===== src/design/av6_pkg.sv =====
// shared types and constants of the six-axis allan variance block
// no dependencies
`timescale 1ns / 1ps

package av6_pkg;

    localparam int AXES       = 6;
    localparam int VAR_W      = 48;
    localparam int FRAC_BITS  = 16;
    localparam int ACC_W      = 64;
    localparam int CFG_W      = 11;
    localparam int CFG_IDX_W  = 1;
    localparam int NUM_W      = ACC_W + FRAC_BITS;
    localparam int STEP_W     = 7;

    localparam logic [CFG_IDX_W-1:0] REG_SAMPLES   = 1'b0;
    localparam logic [CFG_IDX_W-1:0] REG_INTERVALS = 1'b1;

    localparam logic [CFG_W-1:0] SAMPLES_RESET   = 11'd100;
    localparam logic [CFG_W-1:0] INTERVALS_RESET = 11'd10;

    // per-lane control from the sequencer
    typedef struct packed {
        logic clear;
        logic add;
        logic close;
        logic first;
        logic div_start;
        logic div_step;
    } t_lane_ctl;

    // per-lane findings handed to the merge stage
    typedef struct packed {
        logic [VAR_W-1:0] quo;
        logic             qovf;
        logic             asat;
    } t_lane_res;

endpackage


===== src/design/av6_if.sv =====


interface av6_res_if;
    logic                        valid;
    logic                        ready;
    logic [av6_pkg::VAR_W-1:0]   accel_x_variance;
    logic [av6_pkg::VAR_W-1:0]   accel_y_variance;
    logic [av6_pkg::VAR_W-1:0]   accel_z_variance;
    logic [av6_pkg::VAR_W-1:0]   gyro_x_variance;
    logic [av6_pkg::VAR_W-1:0]   gyro_y_variance;
    logic [av6_pkg::VAR_W-1:0]   gyro_z_variance;
    logic                        saturated;

    modport source (output valid, accel_x_variance, accel_y_variance, accel_z_variance,
                    gyro_x_variance, gyro_y_variance, gyro_z_variance, saturated,
                    input ready);
    modport sink (input valid, accel_x_variance, accel_y_variance, accel_z_variance,
                  gyro_x_variance, gyro_y_variance, gyro_z_variance, saturated,
                  output ready);
endinterface


===== src/design/av6_merge.sv =====
// merges the lane quotients and flags into the result register
// depends on av6_pkg and av6_res_if
`timescale 1ns / 1ps

module av6_merge (
    input  logic                 i_clk,
    input  logic                 i_rst_n,
    input  logic                 i_load,
    input  av6_pkg::t_lane_res   i_lane [av6_pkg::AXES],
    output logic                 o_free,
    av6_res_if.source            o_res
);

    logic                        r_valid;
    logic [av6_pkg::VAR_W-1:0]   r_var [av6_pkg::AXES];
    logic                        r_sat;
    logic                        any_sat;

    always_comb begin
        any_sat = 1'b0;
        for (int a = 0; a < av6_pkg::AXES; a++) begin
            any_sat = any_sat | i_lane[a].qovf | i_lane[a].asat;
        end
    end

    assign o_free = !r_valid || o_res.ready;

    always_ff @(posedge i_clk) begin
        if (!i_rst_n) begin
            r_valid <= 1'b0;
        end else if (i_load && o_free) begin
            r_valid <= 1'b1;
        end else if (o_res.ready) begin
            r_valid <= 1'b0;
        end
    end

    always_ff @(posedge i_clk) begin
        if (i_load && o_free) begin
            for (int a = 0; a < av6_pkg::AXES; a++) begin
                r_var[a] <= i_lane[a].qovf ? '1 : i_lane[a].quo;
            end
            r_sat <= any_sat;
        end
    end

    assign o_res.valid            = r_valid;
    assign o_res.accel_x_variance = r_var[0];
    assign o_res.accel_y_variance = r_var[1];
    assign o_res.accel_z_variance = r_var[2];
    assign o_res.gyro_x_variance  = r_var[3];
    assign o_res.gyro_y_variance  = r_var[4];
    assign o_res.gyro_z_variance  = r_var[5];
    assign o_res.saturated        = r_sat;

endmodule


===== src/flat_wrapper.sv =====
// flat-port wrapper written by rule: the top's interface ports become plain ports
module av6_merge_flat 
  (i_clk, i_rst_n, i_load, i_lane, o_free, o_res_valid, o_res_accel_x_variance, o_res_accel_y_variance, o_res_accel_z_variance, o_res_gyro_x_variance, o_res_gyro_y_variance, o_res_gyro_z_variance, o_res_saturated, o_res_ready);
  av6_res_if o_res_i ();
  input  logic i_clk;
  input  logic i_rst_n;
  input  logic i_load;
  input  av6_pkg::t_lane_res i_lane[av6_pkg::AXES];
  output logic o_free;
  output wire logic [$bits(o_res_i.valid)-1:0] o_res_valid;
  output wire logic [$bits(o_res_i.accel_x_variance)-1:0] o_res_accel_x_variance;
  output wire logic [$bits(o_res_i.accel_y_variance)-1:0] o_res_accel_y_variance;
  output wire logic [$bits(o_res_i.accel_z_variance)-1:0] o_res_accel_z_variance;
  output wire logic [$bits(o_res_i.gyro_x_variance)-1:0] o_res_gyro_x_variance;
  output wire logic [$bits(o_res_i.gyro_y_variance)-1:0] o_res_gyro_y_variance;
  output wire logic [$bits(o_res_i.gyro_z_variance)-1:0] o_res_gyro_z_variance;
  output wire logic [$bits(o_res_i.saturated)-1:0] o_res_saturated;
  input wire logic [$bits(o_res_i.ready)-1:0] o_res_ready;
  assign o_res_valid = o_res_i.valid;
  assign o_res_accel_x_variance = o_res_i.accel_x_variance;
  assign o_res_accel_y_variance = o_res_i.accel_y_variance;
  assign o_res_accel_z_variance = o_res_i.accel_z_variance;
  assign o_res_gyro_x_variance = o_res_i.gyro_x_variance;
  assign o_res_gyro_y_variance = o_res_i.gyro_y_variance;
  assign o_res_gyro_z_variance = o_res_i.gyro_z_variance;
  assign o_res_saturated = o_res_i.saturated;
  assign o_res_i.ready = o_res_ready;
  av6_merge u_core (.i_clk(i_clk), .i_rst_n(i_rst_n), .i_load(i_load), .i_lane(i_lane), .o_free(o_free), .o_res(o_res_i));
endmodule

===== config.mk =====
export PLATFORM = sky130hd
export DESIGN_NAME = av6_merge_flat
export DESIGN_NICKNAME = d
export VERILOG_FILES = /design/src/design/av6_pkg.sv /design/src/design/av6_if.sv /design/src/design/av6_merge.sv /design/src/flat_wrapper.sv
export SDC_FILE = /design/constraint.sdc
export NUM_CORES = 1
export LEC_CHECK = 0
export BUFFER_PORTS_ARGS = -buffer_cell sky130_fd_sc_hd__clkbuf_2
export CAP_MARGIN = 10
export CORE_AREA = 2 2 230 232
export CTS_BUF_LIST = sky130_fd_sc_hd__clkbuf_4 sky130_fd_sc_hd__clkbuf_8
export DETAILED_ROUTE_END_ITERATION = 7
export DIE_AREA = 0 0 232 234
export PLACE_DENSITY = 0.54
export SKIP_LAST_GASP = 1
export SYNTH_ARGS = -nofsm -noshare
export SYNTH_HDL_FRONTEND = slang
export SYNTH_SLANG_ARGS = --single-unit

===== constraint.sdc =====
create_clock -name i_clk -period 11.35 [get_ports i_clk]
set_input_delay 3.405 -clock i_clk [delete_from_list [all_inputs] [get_ports i_clk]]
set_output_delay 3.405 -clock i_clk [all_outputs]
set_load 0.01 [all_outputs]

==> results.cfg <==
[global_route]
grtUsageTotal = 0.1092
antenna_found_initial = 4
grt_pass1_wl_um = 44160
grt_max_degree = 158
overflow = 0
grt_pass1_vias = 7352

[clock_tree]
cts_tree = done
clk_pin_slew_ps = 60
clk-insertion-delay-late_ps = 600
cts_made_buffers = 54
cts_htree_levels = 2
cts_buffer_depth = 3
cts.sinks = 290
cts_resized = 0
post_cts_buffers = 0
clockRootBuffer = clkbuf_8
hold_buffers = 0

[cells_and_area]
utilization = 0.2985
final_cell_mix = clkbuf_2, edfxtp_1, or2_2
layout-drive-gt1-share = 0.7143
finalNetCount = 1544
areaGrowthSynthToFinish_pct = 44.29
final_common_cell = clkbuf_2

[worst_setup_path]
cpPeakStageDelay_ps = 160
start_kind = primary input
crit_family = buffers and inverters
path_cells = clkbuf_2, nand2b_1, clkbuf_2
cpMostUsedCell = clkbuf_2
crit_slowest_cell = nand2b_1
crit_path_end_kind = output pin
critical_path.max_fanout = 3
worst-r2r-setup-slack_ps = 8890
crit_buf_inv = 2
worst-setup-path-type = in -> out
cp.required_ps = 7950
crit_arrival_ps = 3770

[route]
avgRoutedWirePerCell_um = 16.12
drt-total-wl_um = 31760
dr.pass1.iters = 4
ant_nets = 0
vias_per_cell = 3.691
drc = 0
drtIter0Drc = 284
vias = 7272

[timing]
worst_pin_slew_ps = 1045
slew_viol_final = 0
min_period_over_period = 0.6326
hold_viol = 0
grt_setup_unrepaired = no
setup_ws_ps = 4170
fmax_mhz = 139.3
final-setup-viol-count = 0
relSlewSlack = 0.3034
clock_skew_ps = 14.96
post-route-min-period_ps = 7180
tns_ps = 0

[die]
core-area_um2 = 52020
die_x_um = 232
start_util = 0.2069
ios = 595
die_y_um = 234
core.rowCount = 84
die_area_um2 = 54290

[yosys]
yosysSeqAreaShare = 0.8082
synthCells = 616
synth_seq_cells = 290
ys.warnings.count = 0
synth.distinct_cells = 13
syn_nets = 920
syn_avg_cell_area_um2 = 17.47
netlist_area_um2 = 10760

[worst_hold_path]
hp-class = reg -> reg

[place]
place_ws_ps = 4168
place_hpwl_um = 23420
port_buffers = 594
place_congestion = 0.7873

[power]
leakage_nw = 6.296
peakVddDrop_mv = 0.08107
p_per_area_nw_per_um2 = 161.5
power_mw = 2.508

[status]
status = completed

[job]
cap_violations = 0
## cell families (layout without fill, tap and decap cells)
family	Yosys count	after routing	share of synthesized area
AND/OR/NAND/NOR	294	294	0.1719
flip-flops	290	290	0.8082
buffers and inverters	31	696	0.01918
AO/OA/AOI/OAI	1	1	0.0006978
other	0	1	0
## registers in the layout (all words and copies together), names as in the netlist
signal and count:
u_core.o_res.saturated 1, u_core.o_res.valid 1, u_core.r_var 288
## area by class of cell
cell class	instances	area, µm²
timing repair buffer	598	3015
multi-input combinational	295	1861
inverter	1	3.754
sequential	290	8698
clock inverter	23	176.4
fill	5379	36500
clock buffer	74	912.1
antenna	1	2.502
tap	688	860.8
## cells in the mapped netlist
cell type,instances,area share
and2_1,1,0.00058
nand3_1,1,0.00046
a21boi_0,1,0.00070
nor4_1,1,0.00058
or2_1,60,0.035
nand2b_1,1,0.00058
inv_1,1,0.00035
dfxtp_1,1,0.0019
or2_2,228,0.13
edfxtp_1,289,0.81
clkbuf_1,18,0.0063
buf_6,12,0.013
nor4_2,2,0.0023
## path summary, 6_finish.rpt
check                      from                   to  cells past startpoint
min          u_core.o_res.valid   u_core.o_res.valid                      2
max                 o_res_ready               o_free                      3
min reg2reg  u_core.o_res.valid   u_core.o_res.valid                      2
max reg2reg  u_core.o_res.valid  u_core.r_var[2][37]                      3
## metal layers
metal  wire length, µm  vias to the layer above  part of all wire  GRT usage
li1                  -                     3411                 -          -
met1             12050                     3409              0.38     0.1218
met2             15330                      378              0.48     0.1813
met3              3406                       66              0.11    0.04973
met4               916                        8             0.029    0.04407
met5                55                        -            0.0017          0
## power by group
| part | internal [mW] | leakage, nW | switching, mW |
|---|---|---|---|
| combinational | 0.101 | 3.13 | 0.118 |
| clock | 0.585 | 0.583 | 0.440 |
| sequential | 1.25 | 2.59 | 0.0147 |
## per-stage QoR
| step | cell area [µm²] | instances | hold WS, ps |
|---|---|---|---|
| floorplan | 10760 | 616 | 609.6 |
| global placement | 14440 | 1872 | 531.5 |
| detailed placement | 14440 | 1872 | 544.1 |
| CTS | 15530 | 1969 | 552.7 |
| global route | 15530 | 1969 | 596.5 |
| finish | 15530 | 1970 | 548.5 |
## worst register-to-register path: cells and delay by family (launching register included)
family / cells / cell delay [ps]
flip-flops: 1 / 310
AND/OR/NAND/NOR: 2 / 720
buffers and inverters: 1 / 930
Power figures use the tool's default switching activity.
