[config.mk]
export PLATFORM = sky130hd
export DESIGN_NAME = av6_lane
export DESIGN_NICKNAME = d
export VERILOG_FILES = /design/src/design/av6_pkg.sv /design/src/design/av6_lane.sv
export SDC_FILE = /design/constraint.sdc
export NUM_CORES = 2
export LEC_CHECK = 0
export ABC_CLOCK_PERIOD_IN_PS = 9600
export BUFFER_PORTS_ARGS = -buffer_cell sky130_fd_sc_hd__buf_2
export CAP_MARGIN = 0
export CORE_AREA = 2 2 284 286
export DETAILED_ROUTE_END_ITERATION = 8
export DIE_AREA = 0 0 286 288
export PLACE_DENSITY_LB_ADDON = 0.15
export SLEW_MARGIN = 20
export SYNTH_ARGS = -nofsm -noshare
export SYNTH_HDL_FRONTEND = slang
export SYNTH_SLANG_ARGS = --single-unit
[constraint.sdc]
create_clock -name i_clk -period 9.6 [get_ports i_clk]
set_input_delay 1.92 -clock i_clk [delete_from_list [all_inputs] [get_ports i_clk]]
set_output_delay 1.92 -clock i_clk [all_outputs]
set_load 0.005 [all_outputs]
[src/design/av6_pkg.sv]
// shared types and constants of the six-axis allan variance block
// no dependencies
`timescale 1ns / 1ps

package av6_pkg;

    localparam int AXES       = 6;
    localparam int VAR_W      = 48;
    localparam int FRAC_BITS  = 16;
    localparam int ACC_W      = 64;
    localparam int CFG_W      = 11;
    localparam int CFG_IDX_W  = 1;
    localparam int NUM_W      = ACC_W + FRAC_BITS;
    localparam int STEP_W     = 7;

    localparam logic [CFG_IDX_W-1:0] REG_SAMPLES   = 1'b0;
    localparam logic [CFG_IDX_W-1:0] REG_INTERVALS = 1'b1;

    localparam logic [CFG_W-1:0] SAMPLES_RESET   = 11'd100;
    localparam logic [CFG_W-1:0] INTERVALS_RESET = 11'd10;

    // per-lane control from the sequencer
    typedef struct packed {
        logic clear;
        logic add;
        logic close;
        logic first;
        logic div_start;
        logic div_step;
    } t_lane_ctl;

    // per-lane findings handed to the merge stage
    typedef struct packed {
        logic [VAR_W-1:0] quo;
        logic             qovf;
        logic             asat;
    } t_lane_res;

endpackage

[src/design/av6_lane.sv]
// one axis: interval sum, squared difference, saturating accumulator,
// bit-serial divider; depends on av6_pkg
`timescale 1ns / 1ps

module av6_lane #(
    parameter int SAMPLE_BITS = 16,
    parameter int SUM_W       = 27,
    parameter int D_W         = 37
) (
    input  logic                          i_clk,
    input  logic                          i_rst_n,
    input  av6_pkg::t_lane_ctl            i_ctl,
    input  logic signed [SAMPLE_BITS-1:0] i_sample,
    input  logic [D_W-1:0]                i_den,
    output av6_pkg::t_lane_res            o_res
);

    localparam int DIF_W = SUM_W + 1;

    logic signed [SUM_W-1:0]           r_sum;
    logic signed [SUM_W-1:0]           r_prior;
    logic signed [DIF_W-1:0]           r_diff;
    logic                              r_dv;
    logic [av6_pkg::ACC_W-1:0]         r_sq;
    logic                              r_sqv;
    logic                              r_sqsat;
    logic [av6_pkg::ACC_W-1:0]         r_acc;
    logic                              r_asat;
    logic [av6_pkg::NUM_W-1:0]         r_num;
    logic [D_W-1:0]                    r_rem;
    logic [av6_pkg::VAR_W-1:0]         r_quo;
    logic                              r_qovf;

    logic signed [SUM_W-1:0]           n_sum;
    logic [DIF_W-1:0]                  mag;
    logic [av6_pkg::ACC_W-1:0]         mag64;
    logic                              mag_ovf;
    logic [av6_pkg::ACC_W:0]           acc_sum;
    logic [D_W:0]                      trial;
    logic                              ge;

    always_comb begin
        n_sum   = r_sum + SUM_W'(i_sample);
        mag     = r_diff[DIF_W-1] ? DIF_W'(-r_diff) : DIF_W'(r_diff);
        mag64   = av6_pkg::ACC_W'(mag);
        mag_ovf = |mag64[av6_pkg::ACC_W-1:32];
        acc_sum = {1'b0, r_acc} + {1'b0, r_sq};
        trial   = {r_rem, r_num[av6_pkg::NUM_W-1]};
        ge      = trial >= {1'b0, i_den};
    end

    always_ff @(posedge i_clk) begin
        if (!i_rst_n || i_ctl.clear) begin
            r_sum   <= '0;
            r_prior <= '0;
            r_dv    <= 1'b0;
            r_sqv   <= 1'b0;
            r_acc   <= '0;
            r_asat  <= 1'b0;
        end else begin
            r_dv <= 1'b0;
            if (i_ctl.add) begin
                if (i_ctl.close) begin
                    r_sum   <= '0;
                    r_prior <= n_sum;
                    r_diff  <= DIF_W'(n_sum) - DIF_W'(r_prior);
                    r_dv    <= !i_ctl.first;
                end else begin
                    r_sum <= n_sum;
                end
            end
            // square stage
            r_sqv   <= r_dv;
            r_sqsat <= mag_ovf;
            r_sq    <= mag_ovf ? '1 : mag64[31:0] * mag64[31:0];
            // accumulate stage
            if (r_sqv) begin
                if (acc_sum[av6_pkg::ACC_W]) begin
                    r_acc  <= '1;
                    r_asat <= 1'b1;
                end else begin
                    r_acc <= acc_sum[av6_pkg::ACC_W-1:0];
                end
                if (r_sqsat) begin
                    r_asat <= 1'b1;
                end
            end
        end
    end

    // restoring division of acc * 2^16 by the denominator, one bit a cycle
    always_ff @(posedge i_clk) begin
        if (i_ctl.div_start) begin
            r_num  <= {r_acc, av6_pkg::FRAC_BITS'(0)};
            r_rem  <= '0;
            r_quo  <= '0;
            r_qovf <= 1'b0;
        end else if (i_ctl.div_step) begin
            r_num  <= {r_num[av6_pkg::NUM_W-2:0], 1'b0};
            r_rem  <= ge ? D_W'(trial - {1'b0, i_den}) : trial[D_W-1:0];
            r_quo  <= {r_quo[av6_pkg::VAR_W-2:0], ge};
            r_qovf <= r_qovf | r_quo[av6_pkg::VAR_W-1];
        end
    end

    assign o_res.quo  = r_quo;
    assign o_res.qovf = r_qovf;
    assign o_res.asat = r_asat;

endmodule

==> flow_summary.toml <==
[critical_path]
cp_max_fo = 12
critPathBufInv = 7
crit_arrival_ns = 9.61
cp_common_cell = "fa_1"
crit_type = "flop to flop"
rr_endpoint = "r_sq[51]$_DFFE_PN_"
cp-end-kind = "flop"
worstReg2RegStart = "r_diff[5]$_DFFE_PP_"
rr_worst_depth = 32
slowest_delay_ns = 0.57
crit_path_start_kind = "flop"
crit_family = "adder cells"
r2r_setup_slack_ns = 0.29
crit_slowest_cell = "or4_4"
crit_required_ns = 9.89

[logic_synthesis]
synth-main-ff-cell = "dfxtp_1"
synthesis.area_mm2 = 0.04333
yosysWarnings = 0
async_flop_share_pct = 0
syn_avg_cell_area_um2 = 9.090
synth.area.top_cells = "fa_1 (28%), ha_1 (10%), edfxtp_1 (10%), dfxtp_1 (9.6%), inv_1 (8.1%)"
synth_edf_count = 147
ys_seq_elements = 354
synth.top_cell.area_share_pct = 28.14
synth_top_area_cell = "fa_1"
netlist_instances = 4767
ys_seq_area_share_pct = 19.75
synth_cell_types = 98

[clocking]
cts_inserted_buffers = 43
worstSkewPairLatency_ns = 0.60
clock_sinks = 354
cts_tree = "yes"
cts_root_buf = "clkbuf_16"
cts_hold_buf = 0
clockBufferDepth = 3
path_clk_slew_ns = 0.06
htree_levels = 2

[timing]
setup_tns_ns = 0
final-setup-viol-count = 0
worst_pin_slew_ns = 1.094
final_hold_viol_count = 0
finalCritPeriodShare_pct = 97.00
min_period_ns = 9.312
fin_skew_ns = 0.05563
fmax_ghz = 0.1074
slew_headroom_pct = 27.04
slew_violations = 0
worst_slack_ns = 0.2878
rsz0062_at_grt = "yes"

[finish]
antenna_cells = 0
num-nets-final = 5891
fin_area_mm2 = 0.04705
area_delta_synth_final_pct = 8.579
drive_above_1_share_pct = 9.277

[floorplanning]
die_area_mm2 = 0.08237
row_count = 104
start_util_pct = 54.41
ios = 111
die_width_um = 286
core_mm2 = 0.07964
die_y_um = 288

[global_route]
antenna_found_initial = 1
grt_pass1_wl_mm = 175.8
grt-ovfl-total = 0
grt.total_usage_pct = 26.84
first_global_vias = 32820
grt_max_degree = 90

[route]
drt-initial-drc-count = 2091
wire_per_inst_um = 18.27
routed_wl_mm = 108.8
viasPerCell = 5.450
drtPass1Iterations = 5
antenna_left = 0
drc = 0
num_vias = 32450

[min_path]
min_path_type = "flop to flop"
whs_endpoint = "r_sqv$_SDFF_PP0_"
hold_depth = 1
hold_start = "r_dv$_SDFF_PP0_"

[place]
gp_congestion = 0.9636
post-place-ws_ns = -0.03967
placed_area_mm2 = 0.04524
portBuffers = 110
dp_hpwl_mm = 86.96

[flow_run]
max_cap_viol_count = 0

[outcome]
status = "finished clean"
[worst register-to-register path, delay by kind of cell (launching register included)]
kind,cells,cell delay [ns]
AOI/OAI and AO/OA,7,1.49
xor gates and xnor gates,2,0.33
adders and majority gates,8,3.82
buffers and inverters,7,0.73
DFF,1,0.45
and+or+nand+nor,8,2.24
[how the worst max path moves through the flow]
| stage | start | to | cells after the start |
|---|---|---|---|
| global placement | r_diff[3]$_DFFE_PP_ | r_sq[54]$_DFFE_PN_ | 33 |
| detailed placement | r_diff[3]$_DFFE_PP_ | r_sq[54]$_DFFE_PN_ | 33 |
| floorplan | r_diff[0]$_DFFE_PP_ | r_sq[53]$_DFFE_PN_ | 33 |
| global route | r_diff[5]$_DFFE_PP_ | r_sq[49]$_DFFE_PN_ | 32 |
| CTS | r_diff[3]$_DFFE_PP_ | r_sq[54]$_DFFE_PN_ | 27 |
| finish | r_diff[5]$_DFFE_PP_ | r_sq[51]$_DFFE_PN_ | 32 |
[cell families (layout without fill, tap and decap cells)]
| kind of cell | count (synthesis) | after routing | synth area share, % |
|---|---|---|---|
| xor+xnor | 220 | 220 | 4.516 |
| flops | 354 | 354 | 19.75 |
| compound gates | 863 | 863 | 12.73 |
| mux | 129 | 129 | 3.170 |
| other cells | 2 | 23 | 0.01733 |
| fa+ha+maj | 971 | 971 | 38.59 |
| buf+inv | 1143 | 1249 | 10.09 |
| simple gates | 1085 | 1085 | 11.13 |
[state kept, by name, indices dropped and copies added (netlist names)]
signal / cells
r_sum: 27
r_dv: 1
r_rem: 37
r_asat: 1
r_num: 64
r_sq: 55
r_qovf: 1
r_diff: 28
r_sqv: 1
r_quo: 48
r_acc: 64
r_prior: 27
[final cells by class]
type	count	area (µm²)
fillers	7176	32590
well taps	1060	1326
multi-input cells	3291	30690
inverters	958	3618
flip-flops and latches	354	8559
clock buffers	60	1272
repair buffers	211	1338
clock inverters	20	245.2
[metrics by stage]
stage / util [%] / instances / hold WS, ns
after floorplan: - / 4788 / 0.4057
after global placement: 56.81 / 5860 / 0.4267
after detailed placement: 56.81 / 5860 / 0.4248
after CTS: 58.72 / 5940 / 0.4069
after global routing: 59.08 / 5954 / 0.4266
final: 59.08 / 5954 / 0.4094
[synth_stat cells (all sizes together), types with 40 or more instances]
cell type  instances
ha               362
fa               609
dfxtp            207
xor2              85
a21oi            296
clkbuf           132
buf               53
mux2i             63
a21o             115
xnor2            135
nand4             40
nand2            412
edfxtp           147
inv              951
nor2             389
mux2              66
o21ai            174
[routing by layer]
layer	track usage [%]	routed length, µm	vias up
met1	37.11	47760	15780
met2	43.20	49530	920
met4	9.031	4007	0
li1	-	-	15540
met5	0	0	-
met3	4.208	7466	210
[what timing repair did]
| action | in CTS | in global routing |
|---|---|---|
| resized for setup | 1 | 35 |
| pin swaps | 0 | 11 |
| buffers inserted | 0 | 14 |
| endpoints found under the setup margin | 5 | 15 |
| cloned | 0 | 0 |
[cells in the final DEF, fill, tap and decap left out, types with 25 or more instances in the layout]
master     instances
a211oi_1          35
a21o_1           115
a21oi_1          291
a31oi_1           35
and3_1            27
buf_2            108
buf_4             99
clkbuf_16         45
dfxtp_1          206
edfxtp_1         147
fa_1             609
ha_1             360
inv_1            935
mux2_2            66
mux2i_1           63
nand2_1          404
nand2b_1          25
nand3_1           38
nand4_1           40
nor2_1           386
nor2b_1           37
nor3_1            31
o21a_1            28
o21ai_0          158
o21bai_1          30
xnor2_1          127
xor2_1            81
Power is left out: the tool's default activity adds up to more than one toggle a clock period on the data nets, which glitch-free logic cannot reach.
